[src/rtl/sslb_pkg.sv]
// ----------------------------------------------------------------------------
// sslb_pkg
// Types, codes and constants shared by the sensor status LED blinker.
// ----------------------------------------------------------------------------
package sslb_pkg;

	localparam int unsigned TIME_WIDTH_DEF = 64;
	localparam int unsigned TICK_W         = 32;
	localparam int unsigned RES_W          = 5;
	localparam int unsigned CFG_IDX_W      = 3;
	localparam int unsigned CFG_DATA_W     = 32;
	localparam int unsigned PROD_W         = 36;
	localparam int unsigned N_SRC          = 4;

	localparam logic [PROD_W-1:0] US_PER_SEC = PROD_W'(1000000);

	localparam logic [RES_W-1:0] SLOW_PERIOD = RES_W'(20);
	localparam logic [RES_W-1:0] SLOW_ON     = RES_W'(10);
	localparam logic [RES_W-1:0] SLOW_OFS_Y  = RES_W'(7);
	localparam logic [RES_W-1:0] SLOW_OFS_R  = RES_W'(14);
	localparam logic [RES_W-1:0] FAST_PERIOD = RES_W'(5);
	localparam logic [RES_W-1:0] FAST_ON     = RES_W'(2);
	localparam logic [RES_W-1:0] FUS_PERIOD  = RES_W'(3);
	localparam logic [RES_W-1:0] FUS_ON      = RES_W'(1);
	localparam logic [RES_W-1:0] TEST_PERIOD = RES_W'(6);
	localparam logic [RES_W-1:0] TEST_Y_LO   = RES_W'(2);
	localparam logic [RES_W-1:0] TEST_R_LO   = RES_W'(4);

	localparam logic [31:0] FRESH_WIN_RST   = 32'd500000;
	localparam logic [31:0] STARTUP_WIN_RST = 32'd3000000;

	localparam logic [CFG_IDX_W-1:0] CFG_INVERT_ALL    = 3'd0;
	localparam logic [CFG_IDX_W-1:0] CFG_INVERT_GREEN  = 3'd1;
	localparam logic [CFG_IDX_W-1:0] CFG_INVERT_YELLOW = 3'd2;
	localparam logic [CFG_IDX_W-1:0] CFG_INVERT_RED    = 3'd3;
	localparam logic [CFG_IDX_W-1:0] CFG_FRESH_WIN     = 3'd4;
	localparam logic [CFG_IDX_W-1:0] CFG_STARTUP_WIN   = 3'd5;

	typedef enum logic [1:0] {
		MODE_TEST    = 2'd0,
		MODE_STARTUP = 2'd1,
		MODE_SENSOR  = 2'd2
	} sslb_mode_t;

	typedef struct packed {
		logic [63:0] now_us;
		logic        accel0_new;
		logic [63:0] accel0_time;
		logic        accel1_new;
		logic [63:0] accel1_time;
		logic        mag_new;
		logic [63:0] mag_time;
		logic        fusion_new;
		logic [63:0] fusion_time;
		logic        test_request;
		logic [15:0] test_seconds;
	} sslb_in_t;

	typedef struct packed {
		logic       green_level;
		logic       yellow_level;
		logic       red_level;
		sslb_mode_t display_mode;
		logic [3:0] fresh_flags;
	} sslb_out_t;

	typedef struct packed {
		logic        inv_all;
		logic        inv_green;
		logic        inv_yellow;
		logic        inv_red;
		logic [31:0] fresh_win;
		logic [31:0] startup_win;
	} sslb_cfg_t;

	typedef struct packed {
		logic slow_g;
		logic slow_y;
		logic slow_r;
		logic fast;
		logic fus;
		logic test_g;
		logic test_y;
		logic test_r;
	} sslb_blink_t;

	function automatic logic [RES_W-1:0] res_next(input logic [RES_W-1:0] cur,
			input logic [RES_W-1:0] modulus, input logic wrap);
		logic [RES_W-1:0] nxt;
		nxt = cur + RES_W'(1);
		if (wrap || nxt == modulus) begin
			nxt = '0;
		end
		return nxt;
	endfunction

endpackage

[src/rtl/sslb_phase.sv]
// ----------------------------------------------------------------------------
// sslb_phase
// Wrapping tick counter with residue counters; gives blink bits for next count.
// ----------------------------------------------------------------------------
module sslb_phase (
	input  logic                      clk,
	input  logic                      arst_n,
	input  logic                      adv,
	output sslb_pkg::sslb_blink_t     blink
);
	import sslb_pkg::*;

	logic [TICK_W-1:0] tick_q, tick_nx;
	logic [RES_W-1:0]  sg_q, sy_q, sr_q, f5_q, f3_q, t6_q;
	logic [RES_W-1:0]  sg_nx, sy_nx, sr_nx, f5_nx, f3_nx, t6_nx;
	logic              wrap0, wrap_y, wrap_r;

	// residues follow the 32-bit count, so they restart where the sum wraps
	always_comb begin
		tick_nx = tick_q + TICK_W'(1);
		wrap0   = (tick_nx == '0);
		wrap_y  = ((tick_nx + TICK_W'(SLOW_OFS_Y)) == '0);
		wrap_r  = ((tick_nx + TICK_W'(SLOW_OFS_R)) == '0);
		sg_nx   = res_next(sg_q, SLOW_PERIOD, wrap0);
		sy_nx   = res_next(sy_q, SLOW_PERIOD, wrap_y);
		sr_nx   = res_next(sr_q, SLOW_PERIOD, wrap_r);
		f5_nx   = res_next(f5_q, FAST_PERIOD, wrap0);
		f3_nx   = res_next(f3_q, FUS_PERIOD, wrap0);
		t6_nx   = res_next(t6_q, TEST_PERIOD, wrap0);
	end

	always_comb begin
		blink.slow_g = (sg_nx < SLOW_ON);
		blink.slow_y = (sy_nx < SLOW_ON);
		blink.slow_r = (sr_nx < SLOW_ON);
		blink.fast   = (f5_nx < FAST_ON);
		blink.fus    = (f3_nx < FUS_ON);
		blink.test_g = (t6_nx < TEST_Y_LO);
		blink.test_y = (t6_nx >= TEST_Y_LO) && (t6_nx < TEST_R_LO);
		blink.test_r = (t6_nx >= TEST_R_LO);
	end

	always_ff @(posedge clk or negedge arst_n) begin
		if (!arst_n) begin
			tick_q <= '0;
			sg_q   <= '0;
			sy_q   <= SLOW_OFS_Y;
			sr_q   <= SLOW_OFS_R;
			f5_q   <= '0;
			f3_q   <= '0;
			t6_q   <= '0;
		end else if (adv) begin
			tick_q <= tick_nx;
			sg_q   <= sg_nx;
			sy_q   <= sy_nx;
			sr_q   <= sr_nx;
			f5_q   <= f5_nx;
			f3_q   <= f3_nx;
			t6_q   <= t6_nx;
		end
	end

endmodule

[src/rtl/sslb_core.sv]
// ----------------------------------------------------------------------------
// sslb_core
// Timestamp state, freshness, mode selection and LED drive for one tick.
// ----------------------------------------------------------------------------
module sslb_core #(
	parameter int unsigned TIME_WIDTH = sslb_pkg::TIME_WIDTH_DEF
) (
	input  logic                    clk,
	input  logic                    arst_n,
	input  logic                    adv,
	input  sslb_pkg::sslb_in_t      beat,
	input  logic [TIME_WIDTH-1:0]   test_len,
	input  sslb_pkg::sslb_cfg_t     cfg,
	input  sslb_pkg::sslb_blink_t   blink,
	output sslb_pkg::sslb_out_t     res
);
	import sslb_pkg::*;

	logic [TIME_WIDTH-1:0] last_q [N_SRC];
	logic [TIME_WIDTH-1:0] last_nx [N_SRC];
	logic [TIME_WIDTH-1:0] stamp [N_SRC];
	logic [N_SRC-1:0]      stamp_new;
	logic [TIME_WIDTH-1:0] age [N_SRC];
	logic [N_SRC-1:0]      fresh;
	logic [TIME_WIDTH-1:0] now, start_q, start_eff, start_age;
	logic [TIME_WIDTH-1:0] until_q, until_nx;
	logic                  started_q;
	logic                  test_on, startup_on;
	logic                  g, y, r;
	sslb_mode_t            mode;

	always_comb begin
		now       = beat.now_us[TIME_WIDTH-1:0];
		stamp[0]  = beat.accel0_time[TIME_WIDTH-1:0];
		stamp[1]  = beat.accel1_time[TIME_WIDTH-1:0];
		stamp[2]  = beat.mag_time[TIME_WIDTH-1:0];
		stamp[3]  = beat.fusion_time[TIME_WIDTH-1:0];
		stamp_new = {beat.fusion_new, beat.mag_new, beat.accel1_new, beat.accel0_new};
		for (int i = 0; i < N_SRC; i++) begin
			last_nx[i] = stamp_new[i] ? stamp[i] : last_q[i];
			age[i]     = now - last_nx[i];
			fresh[i]   = (age[i] < TIME_WIDTH'(cfg.fresh_win));
		end
		start_eff  = started_q ? start_q : now;
		start_age  = now - start_eff;
		startup_on = (start_age < TIME_WIDTH'(cfg.startup_win));
		until_nx   = beat.test_request ? (now + test_len) : until_q;
		test_on    = (until_nx > now);
	end

	always_comb begin
		if (test_on) begin
			g    = blink.test_g;
			y    = blink.test_y;
			r    = blink.test_r;
			mode = MODE_TEST;
		end else if (startup_on) begin
			g    = blink.slow_g;
			y    = blink.slow_y;
			r    = blink.slow_r;
			mode = MODE_STARTUP;
		end else begin
			g    = fresh[3] ? blink.fus : (fresh[0] ? blink.fast : blink.slow_g);
			y    = fresh[3] ? blink.fus : (fresh[1] ? blink.fast : blink.slow_y);
			r    = fresh[2] ? blink.fast : blink.slow_r;
			mode = MODE_SENSOR;
		end
		res.green_level  = g ^ cfg.inv_all ^ cfg.inv_green;
		res.yellow_level = y ^ cfg.inv_all ^ cfg.inv_yellow;
		res.red_level    = r ^ cfg.inv_all ^ cfg.inv_red;
		res.display_mode = mode;
		res.fresh_flags  = fresh;
	end

	always_ff @(posedge clk or negedge arst_n) begin
		if (!arst_n) begin
			for (int i = 0; i < N_SRC; i++) begin
				last_q[i] <= '0;
			end
			until_q   <= '0;
			started_q <= 1'b0;
		end else if (adv) begin
			for (int i = 0; i < N_SRC; i++) begin
				last_q[i] <= last_nx[i];
			end
			until_q   <= until_nx;
			started_q <= 1'b1;
		end
	end

	// first-tick time, no reset
	always_ff @(posedge clk) begin
		if (adv && !started_q) begin
			start_q <= now;
		end
	end

endmodule

[src/rtl/sensor_status_led_blinker.sv]
// ----------------------------------------------------------------------------
// sensor_status_led_blinker
// Three-LED status driver: tick input register, evaluation, status register.
// ----------------------------------------------------------------------------
// Path: a tick beat is registered in the input register, then in the status
//   register, which holds it while the status output stalls.
// Throughput: one tick per cycle; the input register holds one beat while the
//   status register stalls.
// Reset: arst_n clears counters, timestamps, test end and config to defaults;
//   the start time is latched on the first tick and needs no reset.
module sensor_status_led_blinker #(
	parameter int unsigned TIME_WIDTH = sslb_pkg::TIME_WIDTH_DEF
) (
	input  logic                               clk,
	input  logic                               arst_n,
	input  logic                               tick_valid,
	output logic                               tick_stall,
	input  sslb_pkg::sslb_in_t                 tick,
	output logic                               status_valid,
	input  logic                               status_stall,
	output sslb_pkg::sslb_out_t                status,
	input  logic                               cfg_we,
	input  logic [sslb_pkg::CFG_IDX_W-1:0]     cfg_index,
	input  logic [sslb_pkg::CFG_DATA_W-1:0]    cfg_data
);
	import sslb_pkg::*;

	sslb_in_t              beat_s1;
	logic [TIME_WIDTH-1:0] len_s1;
	logic                  valid_s1;
	logic [PROD_W-1:0]     prod;
	logic                  adv, take;
	sslb_cfg_t             cfg_q;
	sslb_blink_t           blink;
	sslb_out_t             res, status_q;
	logic                  status_valid_q;

	assign adv          = valid_s1 && (!status_valid_q || !status_stall);
	assign tick_stall   = valid_s1 && status_valid_q && status_stall;
	assign take         = tick_valid && !tick_stall;
	assign prod         = PROD_W'(tick.test_seconds) * US_PER_SEC;
	assign status_valid = status_valid_q;
	assign status       = status_q;

	always_ff @(posedge clk or negedge arst_n) begin
		if (!arst_n) begin
			cfg_q.inv_all     <= 1'b0;
			cfg_q.inv_green   <= 1'b0;
			cfg_q.inv_yellow  <= 1'b0;
			cfg_q.inv_red     <= 1'b0;
			cfg_q.fresh_win   <= FRESH_WIN_RST;
			cfg_q.startup_win <= STARTUP_WIN_RST;
		end else if (cfg_we) begin
			case (cfg_index)
				CFG_INVERT_ALL:    cfg_q.inv_all     <= cfg_data[0];
				CFG_INVERT_GREEN:  cfg_q.inv_green   <= cfg_data[0];
				CFG_INVERT_YELLOW: cfg_q.inv_yellow  <= cfg_data[0];
				CFG_INVERT_RED:    cfg_q.inv_red     <= cfg_data[0];
				CFG_FRESH_WIN:     cfg_q.fresh_win   <= cfg_data;
				CFG_STARTUP_WIN:   cfg_q.startup_win <= cfg_data;
				default: begin
				end
			endcase
		end
	end

	always_ff @(posedge clk or negedge arst_n) begin
		if (!arst_n) begin
			valid_s1 <= 1'b0;
		end else if (take) begin
			valid_s1 <= 1'b1;
		end else if (adv) begin
			valid_s1 <= 1'b0;
		end
	end

	always_ff @(posedge clk) begin
		if (take) begin
			beat_s1 <= tick;
			len_s1  <= TIME_WIDTH'(prod);
		end
	end

	sslb_phase u_phase (
		.clk    (clk),
		.arst_n (arst_n),
		.adv    (adv),
		.blink  (blink)
	);

	sslb_core #(
		.TIME_WIDTH (TIME_WIDTH)
	) u_core (
		.clk      (clk),
		.arst_n   (arst_n),
		.adv      (adv),
		.beat     (beat_s1),
		.test_len (len_s1),
		.cfg      (cfg_q),
		.blink    (blink),
		.res      (res)
	);

	always_ff @(posedge clk or negedge arst_n) begin
		if (!arst_n) begin
			status_valid_q <= 1'b0;
		end else if (adv) begin
			status_valid_q <= 1'b1;
		end else if (!status_stall) begin
			status_valid_q <= 1'b0;
		end
	end

	always_ff @(posedge clk) begin
		if (adv) begin
			status_q <= res;
		end
	end

`ifndef SYNTH
	a_stall_only_when_full: assert property (@(posedge clk) disable iff (!arst_n)
		tick_stall |-> (valid_s1 && status_valid && status_stall))
		else $error("tick stalled without a held status beat");

	a_adv_gives_status: assert property (@(posedge clk) disable iff (!arst_n)
		adv |=> status_valid)
		else $error("evaluated tick produced no status beat");

	a_mode_legal: assert property (@(posedge clk) disable iff (!arst_n)
		status_valid |-> (status.display_mode == MODE_TEST ||
			status.display_mode == MODE_STARTUP || status.display_mode == MODE_SENSOR))
		else $error("illegal display mode on status beat");

	a_no_drop: assert property (@(posedge clk) disable iff (!arst_n)
		(status_valid && status_stall) |=> status_valid)
		else $error("stalled status beat dropped");
`endif

endmodule
[config.mk]
export PLATFORM = sky130hd
export DESIGN_NAME = sensor_status_led_blinker
export DESIGN_NICKNAME = d
export VERILOG_FILES = /design/src/rtl/sslb_pkg.sv /design/src/rtl/sslb_phase.sv /design/src/rtl/sslb_core.sv /design/src/rtl/sensor_status_led_blinker.sv
export SDC_FILE = /design/constraint.sdc
export NUM_CORES = 2
export LEC_CHECK = 0
export BUFFER_PORTS_ARGS = -buffer_cell sky130_fd_sc_hd__buf_2
export CAP_MARGIN = 40
export CORE_MARGIN = 2
export CORE_UTILIZATION = 65
export DETAILED_ROUTE_END_ITERATION = 6
export GPL_TIMING_DRIVEN = 0
export PLACE_DENSITY = 0.86
export SKIP_LAST_GASP = 1
export SYNTH_ARGS = -nofsm -noshare
export SYNTH_HDL_FRONTEND = slang
export SYNTH_SLANG_ARGS = --single-unit
[constraint.sdc]
create_clock -name clk -period 13.9 [get_ports clk]
set_input_delay 2.085 -clock clk [delete_from_list [all_inputs] [get_ports clk]]
set_output_delay 2.085 -clock clk [all_outputs]
set_load 0.05 [all_outputs]
==> impl_metrics.toml <==
[outcome]
outcome = "finished, violations left"
violations = "DRC"

[detailed_routing]
wl_mm = 226.0
wire_per_inst_um = 24.88
postRouteAntennaNets = 0
vias = 60260
drt_iter0_drc = 6793
remaining_drc_errors = 11
viasPerCell = 6.635
first_pass_iters = 7

[sta]
fmax_mhz = 94.91
fin_crit_sh_pct = 75.80
finalMaxSlewViolations = 0
timing.hold.ws_ns = 0.4739
worstMarginPinSlew_ns = 1.072
skew_ns = 0.02743
finalSetupViolations = 0
min_period_ns = 10.54
finalHoldViolCount = 0
relSlewSlack_pct = 28.55
rsz0062_at_grt = "false"
finalSetupTns_ns = 0
setup_ws_ns = 3.364

[global_routing]
grt_max_degree = 113
overflow = 0
grt_pass1_wl_mm = 336.5
first_global_vias = 58080
antenna_found_initial = 18
gr-usage-all-layers_pct = 42.25

[min_path]
holdCritPathClass = "flip-flop to flip-flop"
hold_depth = 2

[synthesis]
synth_compound_area_share_pct = 17.71
synthDistinctLibCells = 110
synth_xor_xnor_area_share_pct = 5.110
synth_fa_ha_area_share_pct = 14.84
syn_nets = 8194
ys_seq_elements = 881
ys_seq_area_share_pct = 36.51
synth-simple-area-share_pct = 15.47
synth_common_cells = "nand2_1, ha_1, o21ai_0"
async_reset_ff_share_pct = 51.42
syn_avg_cell_area_um2 = 9.392
synth_edf_count = 428
yosys.area.top_type = "edfxtp_1"
synth_flop_cell = "dfrtp_1"
yosys-top-cells-area = "edfxtp_1, dfrtp_1, ha_1"
ys_warn_count = 0
syn_area_um2 = 66330
synth_top_cell_area_share_pct = 19.37
yosys-mux-area-fraction_pct = 6.964
yosysMostFrequentCell = "nand2_1"
synth_top_family_by_area = "compound AO/OA/AOI/OAI gates"
netlist_instances = 7063

[pwr]
internal_power_mw = 6.872
switchingPower_mw = 4.648
power_frac_comb_pct = 45.7
max-vdd-ir-drop_v = 0.0001560
p_seq_share_pct = 30.9
power.density_nw_per_um2 = 154.6
power.total_mw = 11.52
swShare_pct = 40.35
p_clk_share_pct = 23.4
cellLeakagePower_nw = 32.96

[floorplan]
die_x_um = 323.5
io_pins = 392
core_area_um2 = 101400
rows = 117
fp.dieArea_um2 = 104600
die_h_um = 323.5
start_util_pct = 65.39

[setup_path]
worst_r2r_path_depth = 31
crit_type = "flip-flop to flip-flop"
slowest_stage = "a2111oi_0"
cp-start-kind = "flip-flop"
crit_path_end_kind = "flip-flop"
cp_max_fo = 10
cp.arrival_ns = 10.97
slowest_delay_ns = 0.74
worstPathRequired_ns = 14.33
crit_path_frequent_cell = "nand4_1"

[clock_network]
clock_path_buffers = 3
h-tree-depth = 3
clk_pin_slew_ns = 0.06
numCtsBuffers = 96
cts_tree = "done"
cts_resized = 0
cts_root_buffer = "clkbuf_16"
clk_latency_ns = 0.70
cts_setup_buffers = 0
ctsHoldBuffers = 0
cts_sinks = 881

[final_layout]
nNetsFinal = 8748
stdcell_area_um2 = 74530
post-route-util_pct = 73.46
drive_gt1_share_pct = 10.73
layoutNonFillerInstCount = 9083
area_growth_pct = 12.35

[placed_design]
place.gp.congestion = 1.005
placed_area_um2 = 71150
dp_cells = 8885
dp_worst_setup_slack_ns = 3.644
place.port_buffers = 391
dp_hpwl_mm = 174.2

[flow_run]
drv_cap = 0
[area by class of cell]
cell class / instances / area [µm²]
Buffer: 279 / 1097
Fill cell: 7087 / 26920
Multi-Input combinational cell: 5593 / 39890
Timing Repair Buffer: 456 / 3128
Antenna cell: 16 / 40.04
Tap cell: 1368 / 1712
Clock buffer: 125 / 2699
Sequential cell: 881 / 24220
Clock inverter: 55 / 584.3
Inverter: 310 / 1164
[final timing paths]
path	startpoint	endpoint	slack (ns)
max	u_core.started_q	status[8]	3.36
min	u_core.until_q[15]	u_core.until_q[15]	0.47
max reg2reg	u_core.started_q	status[8]	3.36
min reg2reg	u_core.until_q[15]	u_core.until_q[15]	0.47
max in group asynchronous	arst_n	u_core.until_q[20]	11.16
min in group asynchronous	arst_n	u_core.last_q[51]	1.32
[placed cells by master (no fill, tap or decap), types with 31 or more instances in the layout]
| cell | n |
|---|---|
| nand2_1 | 822 |
| xnor2_1 | 268 |
| o211ai_1 | 33 |
| fa_1 | 61 |
| clkbuf_16 | 104 |
| inv_1 | 309 |
| o21bai_1 | 59 |
| o21a_1 | 67 |
| a21o_1 | 201 |
| buf_1 | 36 |
| a211oi_1 | 54 |
| nor2b_1 | 77 |
| nand3_1 | 170 |
| buf_2 | 404 |
| nor2_1 | 367 |
| or3_1 | 35 |
| a21oi_1 | 485 |
| nand2b_1 | 75 |
| a31oi_1 | 55 |
| dfrtp_1 | 430 |
| edfxtp_1 | 428 |
| and3_1 | 57 |
| mux2_2 | 100 |
| o22ai_1 | 36 |
| mux2i_1 | 349 |
| and2_1 | 49 |
| nor3_1 | 136 |
| ha_1 | 689 |
| o21ai_0 | 591 |
| nor4_1 | 46 |
| xor2_1 | 119 |
| o31ai_1 | 31 |
| nand4_1 | 135 |
| clkbuf_1 | 241 |
[state kept, by name, indices dropped and copies added, names as in the netlist]
register and cells:
u_phase.f5_q 5, u_core.start_q 64, u_phase.sg_q 5, beat_s1 325, len_s1 30, status 9
u_core.until_q 64, u_core.last_q 256, u_phase.sy_q 5, u_phase.t6_q 5, valid_s1 1, cfg_q 68
u_phase.sr_q 5, u_core.started_q 1, u_phase.f3_q 5, u_phase.tick_q 32, status_valid 1
[cell families after synthesis]
family                   Yosys count
XOR/XNOR                         387
adder cells (fa/ha/maj)          750
buffers and inverters            589
AO/OA/AOI/OAI                   1888
AND/OR/NAND/NOR                 2119
multiplexers                     449
flip-flops                       881
[power groups by stage]
stage / sequential (mW) / combinational, mW / clock, mW
floorplan: 3.50 / 3.66 / 0
global placement: 3.60 / 4.72 / 0
detailed placement: 3.58 / 5.01 / 0
CTS: 3.54 / 5.11 / 2.70
global route: 3.58 / 5.77 / 2.80
finish: 3.55 / 5.27 / 2.70
[layer usage]
metal / wire (µm) / track usage (%) / share of wire (%) / up-vias
met5: 86 / 0 / 0.038 / -
met4: 15540 / 25.19 / 6.9 / 14
met3: 22460 / 9.247 / 9.9 / 837
met2: 100400 / 66.56 / 44 / 3435
met1: 87550 / 53.44 / 39 / 28860
li1: - / - / - / 27110
[worst max-delay path, delay by kind of cell (launching register included)]
family	cells	cell delay [ns]
AOI/OAI and AO/OA	11	3.98
xor gates and xnor gates	2	0.27
adders and majority gates	3	0.87
buffers and inverters	5	1.93
DFF	1	0.33
and+or+nand+nor	10	2.86
Note: power is estimated with default switching activity, not from simulation.
